$ cat src/rtl/core/iols_pkg.sv
// Shared types and codes for the indexed ordered list store.
// Holds the channel word types, command kinds, status codes and cell control.
// No dependencies.
package iols_pkg;

  typedef struct packed {
    logic [3:0]  kind;
    logic [31:0] value;
    logic [4:0]  position;
  } in_word_t;

  typedef struct packed {
    logic [31:0] read_value;
    logic [4:0]  entry_total;
    logic [1:0]  status;
  } out_word_t;

  localparam logic [3:0] K_PUSH_FRONT = 4'd0;
  localparam logic [3:0] K_PUSH_BACK  = 4'd1;
  localparam logic [3:0] K_INSERT_AT  = 4'd2;
  localparam logic [3:0] K_SORTED_INS = 4'd3;
  localparam logic [3:0] K_POP_FRONT  = 4'd4;
  localparam logic [3:0] K_POP_BACK   = 4'd5;
  localparam logic [3:0] K_REMOVE_AT  = 4'd6;
  localparam logic [3:0] K_REPLACE    = 4'd7;
  localparam logic [3:0] K_READ_AT    = 4'd8;
  localparam logic [3:0] K_READ_FIRST = 4'd9;
  localparam logic [3:0] K_READ_LAST  = 4'd10;
  localparam logic [3:0] K_CLEAR      = 4'd11;

  localparam logic [1:0] ST_OK    = 2'd0;
  localparam logic [1:0] ST_RANGE = 2'd1;
  localparam logic [1:0] ST_EMPTY = 2'd2;
  localparam logic [1:0] ST_FULL  = 2'd3;

  // Operation broadcast to every cell of the row
  localparam logic [1:0] OP_HOLD = 2'd0;
  localparam logic [1:0] OP_INS  = 2'd1;
  localparam logic [1:0] OP_DEL  = 2'd2;
  localparam logic [1:0] OP_SET  = 2'd3;

  typedef struct packed {
    logic       go;
    logic [1:0] op;
    logic       sorted;
    logic       rd_en;
  } cell_ctl_t;

endpackage

$ cat src/rtl/core/indexed_ordered_list_store.sv
// Indexed ordered list store: bounded sequence with positional and sorted insert.
// Top level: command decode, a row of list cells and the result register.
// Depends on iols_pkg, iols_ctl and iols_cell.
//
// Takes one command word per clock and returns one result word in the cycle after
// acceptance; a new command is taken in the same cycle as the previous result
// leaves, so the sustained rate is one word per cycle whenever out_stall is low.
// The clock period is set by the two ripple chains through the CAPACITY cells:
// the insert/delete mark chain (with one DATA_WIDTH compare per cell for sorted
// insert) and the read-out OR chain. Every insert or delete shifts all cells from the
// target slot onward at once. Nothing needs clearing after reset: only slots below the
// count are ever read.
module indexed_ordered_list_store #(
  parameter int CAPACITY   = 16,
  parameter int DATA_WIDTH = 32
) (
  input  logic                clk,
  input  logic                rst,
  input  logic                in_valid,
  output logic                in_stall,
  input  iols_pkg::in_word_t  in_data,
  output logic                out_valid,
  input  logic                out_stall,
  output iols_pkg::out_word_t out_data
);
  import iols_pkg::*;

  localparam int CW = $clog2(CAPACITY + 1);
  localparam int DW = DATA_WIDTH;

  logic            fire;
  cell_ctl_t       ctl;
  logic [CW-1:0]   k;
  logic [CW-1:0]   rd_idx;
  logic [1:0]      status;
  logic [CW-1:0]   cnt_next;
  logic [DW+31:0]  vwide;
  logic [DW-1:0]   vdat;
  logic [DW-1:0]   d    [CAPACITY];
  logic            mark [CAPACITY+1];
  logic [DW-1:0]   rd   [CAPACITY+1];
  logic [DW+31:0]  rd_wide;
  logic [CW+4:0]   cnt_wide;

  assign in_stall = out_valid & out_stall;
  assign fire     = in_valid & ~in_stall;

  // Fit the 32-bit word value to the slot width
  assign vwide = {{DW{1'b0}}, in_data.value};
  assign vdat  = vwide[DW-1:0];

  iols_ctl #(
    .CAPACITY(CAPACITY),
    .CW      (CW)
  ) u_ctl (
    .clk     (clk),
    .rst     (rst),
    .fire    (fire),
    .in_word (in_data),
    .ctl     (ctl),
    .k       (k),
    .rd_idx  (rd_idx),
    .status  (status),
    .cnt_next(cnt_next)
  );

  assign mark[0] = 1'b0;
  assign rd[0]   = '0;

  for (genvar i = 0; i < CAPACITY; i++) begin : g_cell
    logic [DW-1:0] left_d;
    logic [DW-1:0] right_d;

    if (i == 0) begin : g_first
      assign left_d = d[i];
    end else begin : g_mid_l
      assign left_d = d[i-1];
    end

    if (i == CAPACITY - 1) begin : g_last
      assign right_d = d[i];
    end else begin : g_mid_r
      assign right_d = d[i+1];
    end

    iols_cell #(
      .CW (CW),
      .DW (DW),
      .IDX(i)
    ) u_cell (
      .clk     (clk),
      .ctl     (ctl),
      .k       (k),
      .rd_idx  (rd_idx),
      .vdat    (vdat),
      .left_d  (left_d),
      .right_d (right_d),
      .mark_in (mark[i]),
      .rd_in   (rd[i]),
      .d       (d[i]),
      .mark_out(mark[i+1]),
      .rd_out  (rd[i+1])
    );
  end

  assign rd_wide  = {32'd0, rd[CAPACITY]};
  assign cnt_wide = {5'd0, cnt_next};

  always_ff @(posedge clk) begin
    if (rst) begin
      out_valid <= 1'b0;
    end else if (fire) begin
      out_valid <= 1'b1;
    end else if (!out_stall) begin
      out_valid <= 1'b0;
    end
  end

  // Hold the result word while stalled
  always_ff @(posedge clk) begin
    if (fire) begin
      out_data.read_value  <= rd_wide[31:0];
      out_data.entry_total <= cnt_wide[4:0];
      out_data.status      <= status;
    end
  end

endmodule

$ cat src/rtl/core/iols_cell.sv
// One slot of the list row: holds a value and trades data with its neighbours.
// Carries the insert/delete mark chain and the read-out chain to the next cell.
// Depends on iols_pkg.
module iols_cell #(
  parameter int CW  = 5,
  parameter int DW  = 32,
  parameter int IDX = 0
) (
  input  logic              clk,
  input  iols_pkg::cell_ctl_t ctl,
  input  logic [CW-1:0]     k,
  input  logic [CW-1:0]     rd_idx,
  input  logic [DW-1:0]     vdat,
  input  logic [DW-1:0]     left_d,
  input  logic [DW-1:0]     right_d,
  input  logic              mark_in,
  input  logic [DW-1:0]     rd_in,
  output logic [DW-1:0]     d,
  output logic              mark_out,
  output logic [DW-1:0]     rd_out
);
  import iols_pkg::*;

  localparam logic [CW-1:0] IDXC = CW'(IDX);

  logic at_k;
  logic hit;

  // In sorted mode the first cell holding a greater value claims the slot;
  // the target index (the count) catches the case where none does.
  assign at_k     = (IDXC == k);
  assign hit      = at_k | (ctl.sorted & (vdat < d));
  assign mark_out = mark_in | hit;
  assign rd_out   = rd_in | ((ctl.rd_en && (IDXC == rd_idx)) ? d : '0);

  always_ff @(posedge clk) begin
    if (ctl.go) begin
      case (ctl.op)
        OP_INS: begin
          if (mark_in) begin
            d <= left_d;
          end else if (hit) begin
            d <= vdat;
          end
        end
        OP_DEL: begin
          if (mark_out) begin
            d <= right_d;
          end
        end
        OP_SET: begin
          if (at_k) begin
            d <= vdat;
          end
        end
        default: begin
        end
      endcase
    end
  end

endmodule

$ cat src/rtl/core/iols_ctl.sv
// Command decode and element count for the indexed ordered list store.
// Checks range, empty and full, picks the target index and drives the cell row.
// Depends on iols_pkg.
module iols_ctl #(
  parameter int CAPACITY = 16,
  parameter int CW       = 5
) (
  input  logic                clk,
  input  logic                rst,
  input  logic                fire,
  input  iols_pkg::in_word_t  in_word,
  output iols_pkg::cell_ctl_t ctl,
  output logic [CW-1:0]       k,
  output logic [CW-1:0]       rd_idx,
  output logic [1:0]          status,
  output logic [CW-1:0]       cnt_next
);
  import iols_pkg::*;

  localparam int CMPW = (CW > 5) ? CW : 5;

  logic [CW-1:0]   cnt;
  logic            full;
  logic            empty;
  logic [CMPW-1:0] posx;
  logic [CMPW-1:0] cntx;
  logic [CW-1:0]   pos_k;

  assign full  = (cnt == CW'(CAPACITY));
  assign empty = (cnt == '0);
  assign posx  = CMPW'(in_word.position);
  assign cntx  = CMPW'(cnt);
  assign pos_k = posx[CW-1:0];

  always_comb begin
    ctl      = '0;
    ctl.go   = fire;
    k        = '0;
    rd_idx   = '0;
    status   = ST_OK;
    cnt_next = cnt;
    case (in_word.kind)
      K_PUSH_FRONT, K_PUSH_BACK, K_INSERT_AT, K_SORTED_INS: begin
        if (full) begin
          status = ST_FULL;
        end else if ((in_word.kind == K_INSERT_AT) && (posx > cntx)) begin
          status = ST_RANGE;
        end else begin
          ctl.op   = OP_INS;
          cnt_next = cnt + CW'(1);
          if (in_word.kind == K_PUSH_FRONT) begin
            k = '0;
          end else if (in_word.kind == K_INSERT_AT) begin
            k = pos_k;
          end else begin
            k          = cnt;
            ctl.sorted = (in_word.kind == K_SORTED_INS);
          end
        end
      end
      K_POP_FRONT, K_POP_BACK: begin
        if (empty) begin
          status = ST_EMPTY;
        end else begin
          ctl.op   = OP_DEL;
          cnt_next = cnt - CW'(1);
          k        = (in_word.kind == K_POP_FRONT) ? '0 : cnt - CW'(1);
        end
      end
      K_REMOVE_AT: begin
        if (posx >= cntx) begin
          status = ST_RANGE;
        end else begin
          ctl.op   = OP_DEL;
          cnt_next = cnt - CW'(1);
          k        = pos_k;
        end
      end
      K_REPLACE: begin
        if (posx >= cntx) begin
          status = ST_RANGE;
        end else begin
          ctl.op = OP_SET;
          k      = pos_k;
        end
      end
      K_READ_AT: begin
        if (posx >= cntx) begin
          status = ST_RANGE;
        end else begin
          ctl.rd_en = 1'b1;
          rd_idx    = pos_k;
        end
      end
      K_READ_FIRST, K_READ_LAST: begin
        if (empty) begin
          status = ST_EMPTY;
        end else begin
          ctl.rd_en = 1'b1;
          rd_idx    = (in_word.kind == K_READ_FIRST) ? '0 : cnt - CW'(1);
        end
      end
      K_CLEAR: begin
        cnt_next = '0;
      end
      default: begin
      end
    endcase
  end

  always_ff @(posedge clk) begin
    if (rst) begin
      cnt <= '0;
    end else if (fire) begin
      cnt <= cnt_next;
    end
  end

  a_cnt_bound: assert property (@(posedge clk) disable iff (rst)
    cnt <= CW'(CAPACITY))
    else $error("element count above capacity");

  a_clear: assert property (@(posedge clk) disable iff (rst)
    fire && (in_word.kind == K_CLEAR) |=> (cnt == '0))
    else $error("clear left elements behind");

  a_err_hold: assert property (@(posedge clk) disable iff (rst)
    (status != ST_OK) |-> ((cnt_next == cnt) && (ctl.op == OP_HOLD)))
    else $error("refused command changes the list");

  a_ins_grow: assert property (@(posedge clk) disable iff (rst)
    fire && (ctl.op == OP_INS) |=> (cnt == $past(cnt) + CW'(1)))
    else $error("insert did not grow the count by one");

endmodule

$ cat config.mk
export PLATFORM = sky130hd
export DESIGN_NAME = indexed_ordered_list_store
export DESIGN_NICKNAME = d
export VERILOG_FILES = /design/src/rtl/core/iols_pkg.sv /design/src/rtl/core/indexed_ordered_list_store.sv /design/src/rtl/core/iols_cell.sv /design/src/rtl/core/iols_ctl.sv
export SDC_FILE = /design/constraint.sdc
export NUM_CORES = 2
export LEC_CHECK = 0
export BUFFER_PORTS_ARGS = -buffer_cell sky130_fd_sc_hd__buf_2
export CORE_MARGIN = 2
export CORE_UTILIZATION = 45
export DETAILED_ROUTE_END_ITERATION = 6
export GPL_TIMING_DRIVEN = 0
export HOLD_SLACK_MARGIN = 0.03
export SETUP_SLACK_MARGIN = 0.15
export SYNTH_ARGS = -nofsm -noshare
export SYNTH_HDL_FRONTEND = slang
export SYNTH_SLANG_ARGS = --single-unit
$ cat constraint.sdc
create_clock -name clk -period 7.9 [get_ports clk]
set_input_delay 1.185 -clock clk [delete_from_list [all_inputs] [get_ports clk]]
set_output_delay 1.185 -clock clk [all_outputs]
set_load 0.005 [all_outputs]
==> flow_results.org <==
** STA
- Crit path time final :: 7.63 ns
- Setup repair after global routing left no endpoint under its margin.
- Timing would allow up to 0.131 GHz.
- The number of hold violations in the final report was 0.
- Setup violations remaining at the end of the flow were counted as 0.
- Measured against its own limit, the worst slew margin works out to -0.152.
- Tcrit/Tclk final :: 0.966
- Across the routed clock network, the largest skew measured is 0.0268 ns.
- At the pin with the least slew margin, the transition time is 1.73 ns.
- Pins Over Slew Limit :: 86

** Floorplanning
- After floorplanning, the core was sized to cover 93000 µm².
- Number of rows created at floorplan :: 112
- Total Die Area :: 96100 µm²
- For this configuration, the core starts out at a cell density of 0.453.
- Width of the die :: 310 µm
- The die is 310 µm tall.
- Count of boundary I/O pins :: 86

** Place
- Area after detailed placement :: 45100 µm²
- Routability-driven placement congestion ratio :: 1.05
- The wire-length estimate of the detail-placed layout is 182000 µm.
- Number of buffers added on ports :: 85

** Detailed routing
- Total wirelength of the detailed-routed design :: 252000 µm
- Total via count in the routed design :: 42.9k
- After the first detailed-routing iteration, the DRC count stood at 9164.
- Using the TritonRoute via totals, the vias-per-cell ratio works out to 7.45.
- Number of DRC violations after detailed routing :: 110
- Drt pass-1 iters :: 7
- Post-DR wirelength/cell :: 43.7 µm
- The detail route stage leaves a number of antenna-violating nets equal to 0.

** Run status
- Status :: finished with violations
- The final reports fail on design-rule violations, max-capacitance violations, max-slew violations.

** Logic synthesis
- Among all flip-flop cells after synthesis, the most frequent one is sky130_fd_sc_hd__edfxtp_1.
- Summing every instance area after synthesis gives 42100 µm².
- Yosys cell types :: 88
- Avg Inst Size Synth :: 9.97 µm²
- The number of nets in the synthesized netlist is 4774.
- Synthesis produced a netlist whose cell count is 4226.
- The share of the Yosys chip area taken by registers is 0.396.
- Warnings from Yosys :: 0
- Synthesis inferred 557 register bits.
- Counting flops with a built-in enable in the synthesized netlist gives 551.
- Counting flops with an async set or reset pin after synthesis yields a share of 0.

** Finish
- After the last flow step, the layout net total stands at 4979.
- Of the cells placed in the final design, the portion with a size suffix greater than 1 is 0.0888.
- P&R area growth vs syn :: 12.8%
- Commonest cells after routing, fill and taps aside :: sky130_fd_sc_hd__inv_1 (647), sky130_fd_sc_hd__edfxtp_1 (551), sky130_fd_sc_hd__ha_1 (503)
- Counting the fill cells in the layout gives 8819.
- Post-route standard cell area excluding fillers :: 47500 µm²
- The library cell used most frequently in the layout, excluding fill and tap cells, is sky130_fd_sc_hd__inv_1.

** GRT
- Antenna violations before repair :: 28
- GRT Residual Overflow :: 0
- The first global-routing pass estimated 331000 µm of wire.
- Entering global routing, the biggest net connects 26 pins.
- The via count of the first global-routing pass was 38.2k.
- Across every metal layer, demand over resource in global routing totals 0.513.

** Setup path
- Along the worst path, the maximum fanout reaches 10.
- The worst setup path is launched from a flop.
- Setup CP Type :: flop to flop
- Worst path arrival time :: 8.16 ns
- STA classifies the critical path endpoint as a flop.
- Required time of the critical path :: 8.42 ns
- Setup slack, reg-to-reg :: 0.27 ns
- Path depth of the worst reg2reg path :: 15

** Pwr
- Power per standard cell area :: 221 nW/µm²
- VDD IR max :: 0.182 mV
- Summed over all cells, the static leakage comes to 20.3 nW.
- Overall power :: 10.5 mW

** Clocking
- Count of H-tree levels built during CTS :: 3
- Total number of clock tree sinks :: 557
- Counting along the longest clock path gives a buffer depth of 3.
- At the later pin of the worst-skew pair, clock insertion delay measures 0.69 ns.
- CTS Root Cell :: sky130_fd_sc_hd__clkbuf_16
- Reg clk slew, reported paths :: 0.06 ns
- CTS tree :: built
- The number of setup buffers added after CTS is 0.
- Clock tree synthesis inserted a total of 72 buffers.
- Count of cells resized by post-cts repair :: 0
- Number of hold buffers added after cts :: 0

** Hold path
- Hold crit path type :: flop to flop
- Min-Delay Path Depth :: 4

** Flow run
- Maximum Capacitance Violations :: 11
sequential cells by signal, summed over array words and instances, names as in the netlist:
name / count
u_ctl.cnt: 5
g_cell.u_cell.d: 512
out_valid: 1
out_data: 39
metrics by stage:
stage	std cells	util	hold WS (ns)	TNS, ns	setup slack (ns)
after global placement	5565	0.474	0.562	-2311.13	-7.25
final	5762	0.511	0.577	0	0.265
after floorplan	4226	-	0.513	0	1.31
after detailed placement	5609	0.485	0.578	0	0.407
after global routing	5737	0.510	0.621	0	0.535
after CTS	5735	0.510	0.587	0	0.845
cell usage after synthesis (16+ instances only):
master                        n  area (µm²)
sky130_fd_sc_hd__o21ai_0    187         936
sky130_fd_sc_hd__nor2_1     337        1260
sky130_fd_sc_hd__nand2_1    159         597
sky130_fd_sc_hd__a222oi_1   128        1280
sky130_fd_sc_hd__a221o_1    262        2620
sky130_fd_sc_hd__mux2_4      30         450
sky130_fd_sc_hd__nand3_1     30         150
sky130_fd_sc_hd__nor3_1      20         100
sky130_fd_sc_hd__a2111oi_0   19         166
sky130_fd_sc_hd__a31oi_1     17         106
sky130_fd_sc_hd__mux2i_1     67         671
sky130_fd_sc_hd__clkbuf_1   203         762
sky130_fd_sc_hd__ha_1       503        6290
sky130_fd_sc_hd__nand2b_1    18         113
sky130_fd_sc_hd__nand4_1    107         669
sky130_fd_sc_hd__a21o_1      71         533
sky130_fd_sc_hd__o21a_1      16         120
sky130_fd_sc_hd__buf_2       29         145
sky130_fd_sc_hd__inv_1      647        2430
sky130_fd_sc_hd__nor2b_1     53         332
sky130_fd_sc_hd__a211oi_1    34         255
sky130_fd_sc_hd__a22o_1     129        1130
sky130_fd_sc_hd__a21oi_1    172         861
sky130_fd_sc_hd__edfxtp_1   551       16500
sky130_fd_sc_hd__a221oi_1   137        1200
sky130_fd_sc_hd__a22oi_1     70         526
sky130_fd_sc_hd__buf_1       39         146
cell families after synthesis:
family,count (synthesis),synth area share
AO/OA/AOI/OAI,1336,0.250
XOR/XNOR,5,0.00104
adder cells (fa/ha/maj),503,0.149
buffers and inverters,931,0.0862
flip-flops,557,0.396
multiplexers,99,0.0271
AND/OR/NAND/NOR,795,0.0904
routing by layer:
| metal | GRT usage | share of wire |
|---|---|---|
| met1 | 0.652 | 0.36 |
| met2 | 0.678 | 0.38 |
| met3 | 0.245 | 0.17 |
| met4 | 0.353 | 0.085 |
| met5 | 0.00455 | 0.00068 |
power breakdown:
part	switching, mW	internal [mW]	leakage, nW	total [mW]
Clock	1.48	1.96	1.13	3.43
Combinational	2.17	0.961	14.1	3.13
Sequential	0.281	3.66	5.15	3.94
worst max-delay path, cell delays in order, from the launching register on:
cell,delay (ns)
sky130_fd_sc_hd__dfxtp_1,0.52
sky130_fd_sc_hd__inv_1,0.18
sky130_fd_sc_hd__ha_1,0.23
sky130_fd_sc_hd__buf_2,0.18
sky130_fd_sc_hd__nand4bb_1,0.24
sky130_fd_sc_hd__nand4_1,0.53
sky130_fd_sc_hd__buf_2,0.45
sky130_fd_sc_hd__a211oi_1,0.90
sky130_fd_sc_hd__nand4_1,0.45
sky130_fd_sc_hd__a2111oi_0,1.26
sky130_fd_sc_hd__a21oi_1,0.16
sky130_fd_sc_hd__nand4b_2,0.26
sky130_fd_sc_hd__nor3b_1,0.12
sky130_fd_sc_hd__nor2_1,0.85
sky130_fd_sc_hd__clkbuf_1,0.81
sky130_fd_sc_hd__a221o_1,0.33
final timing paths:
path,start,to
max reg2reg,u_ctl.cnt[0],g_cell[12].u_cell.d[14]
max,u_ctl.cnt[0],g_cell[12].u_cell.d[14]
min,out_valid,out_valid
min reg2reg,out_valid,out_valid
cell type report:
cell class / count / area [µm²] / share of cell area
multi-input cells: 2738 / 22000 / 0.463
flip-flops and latches: 557 / 16700 / 0.351
inverters: 648 / 2430 / 0.0512
clock buffers: 88 / 1970 / 0.0414
well taps: 1254 / 1570 / 0.0330
plain buffers: 283 / 1250 / 0.0263
repair buffers: 131 / 1230 / 0.0260
clock inverters: 38 / 333 / 0.00700
diodes: 25 / 62.6 / 0.00132
Note: power is estimated with default switching activity, not from simulation.
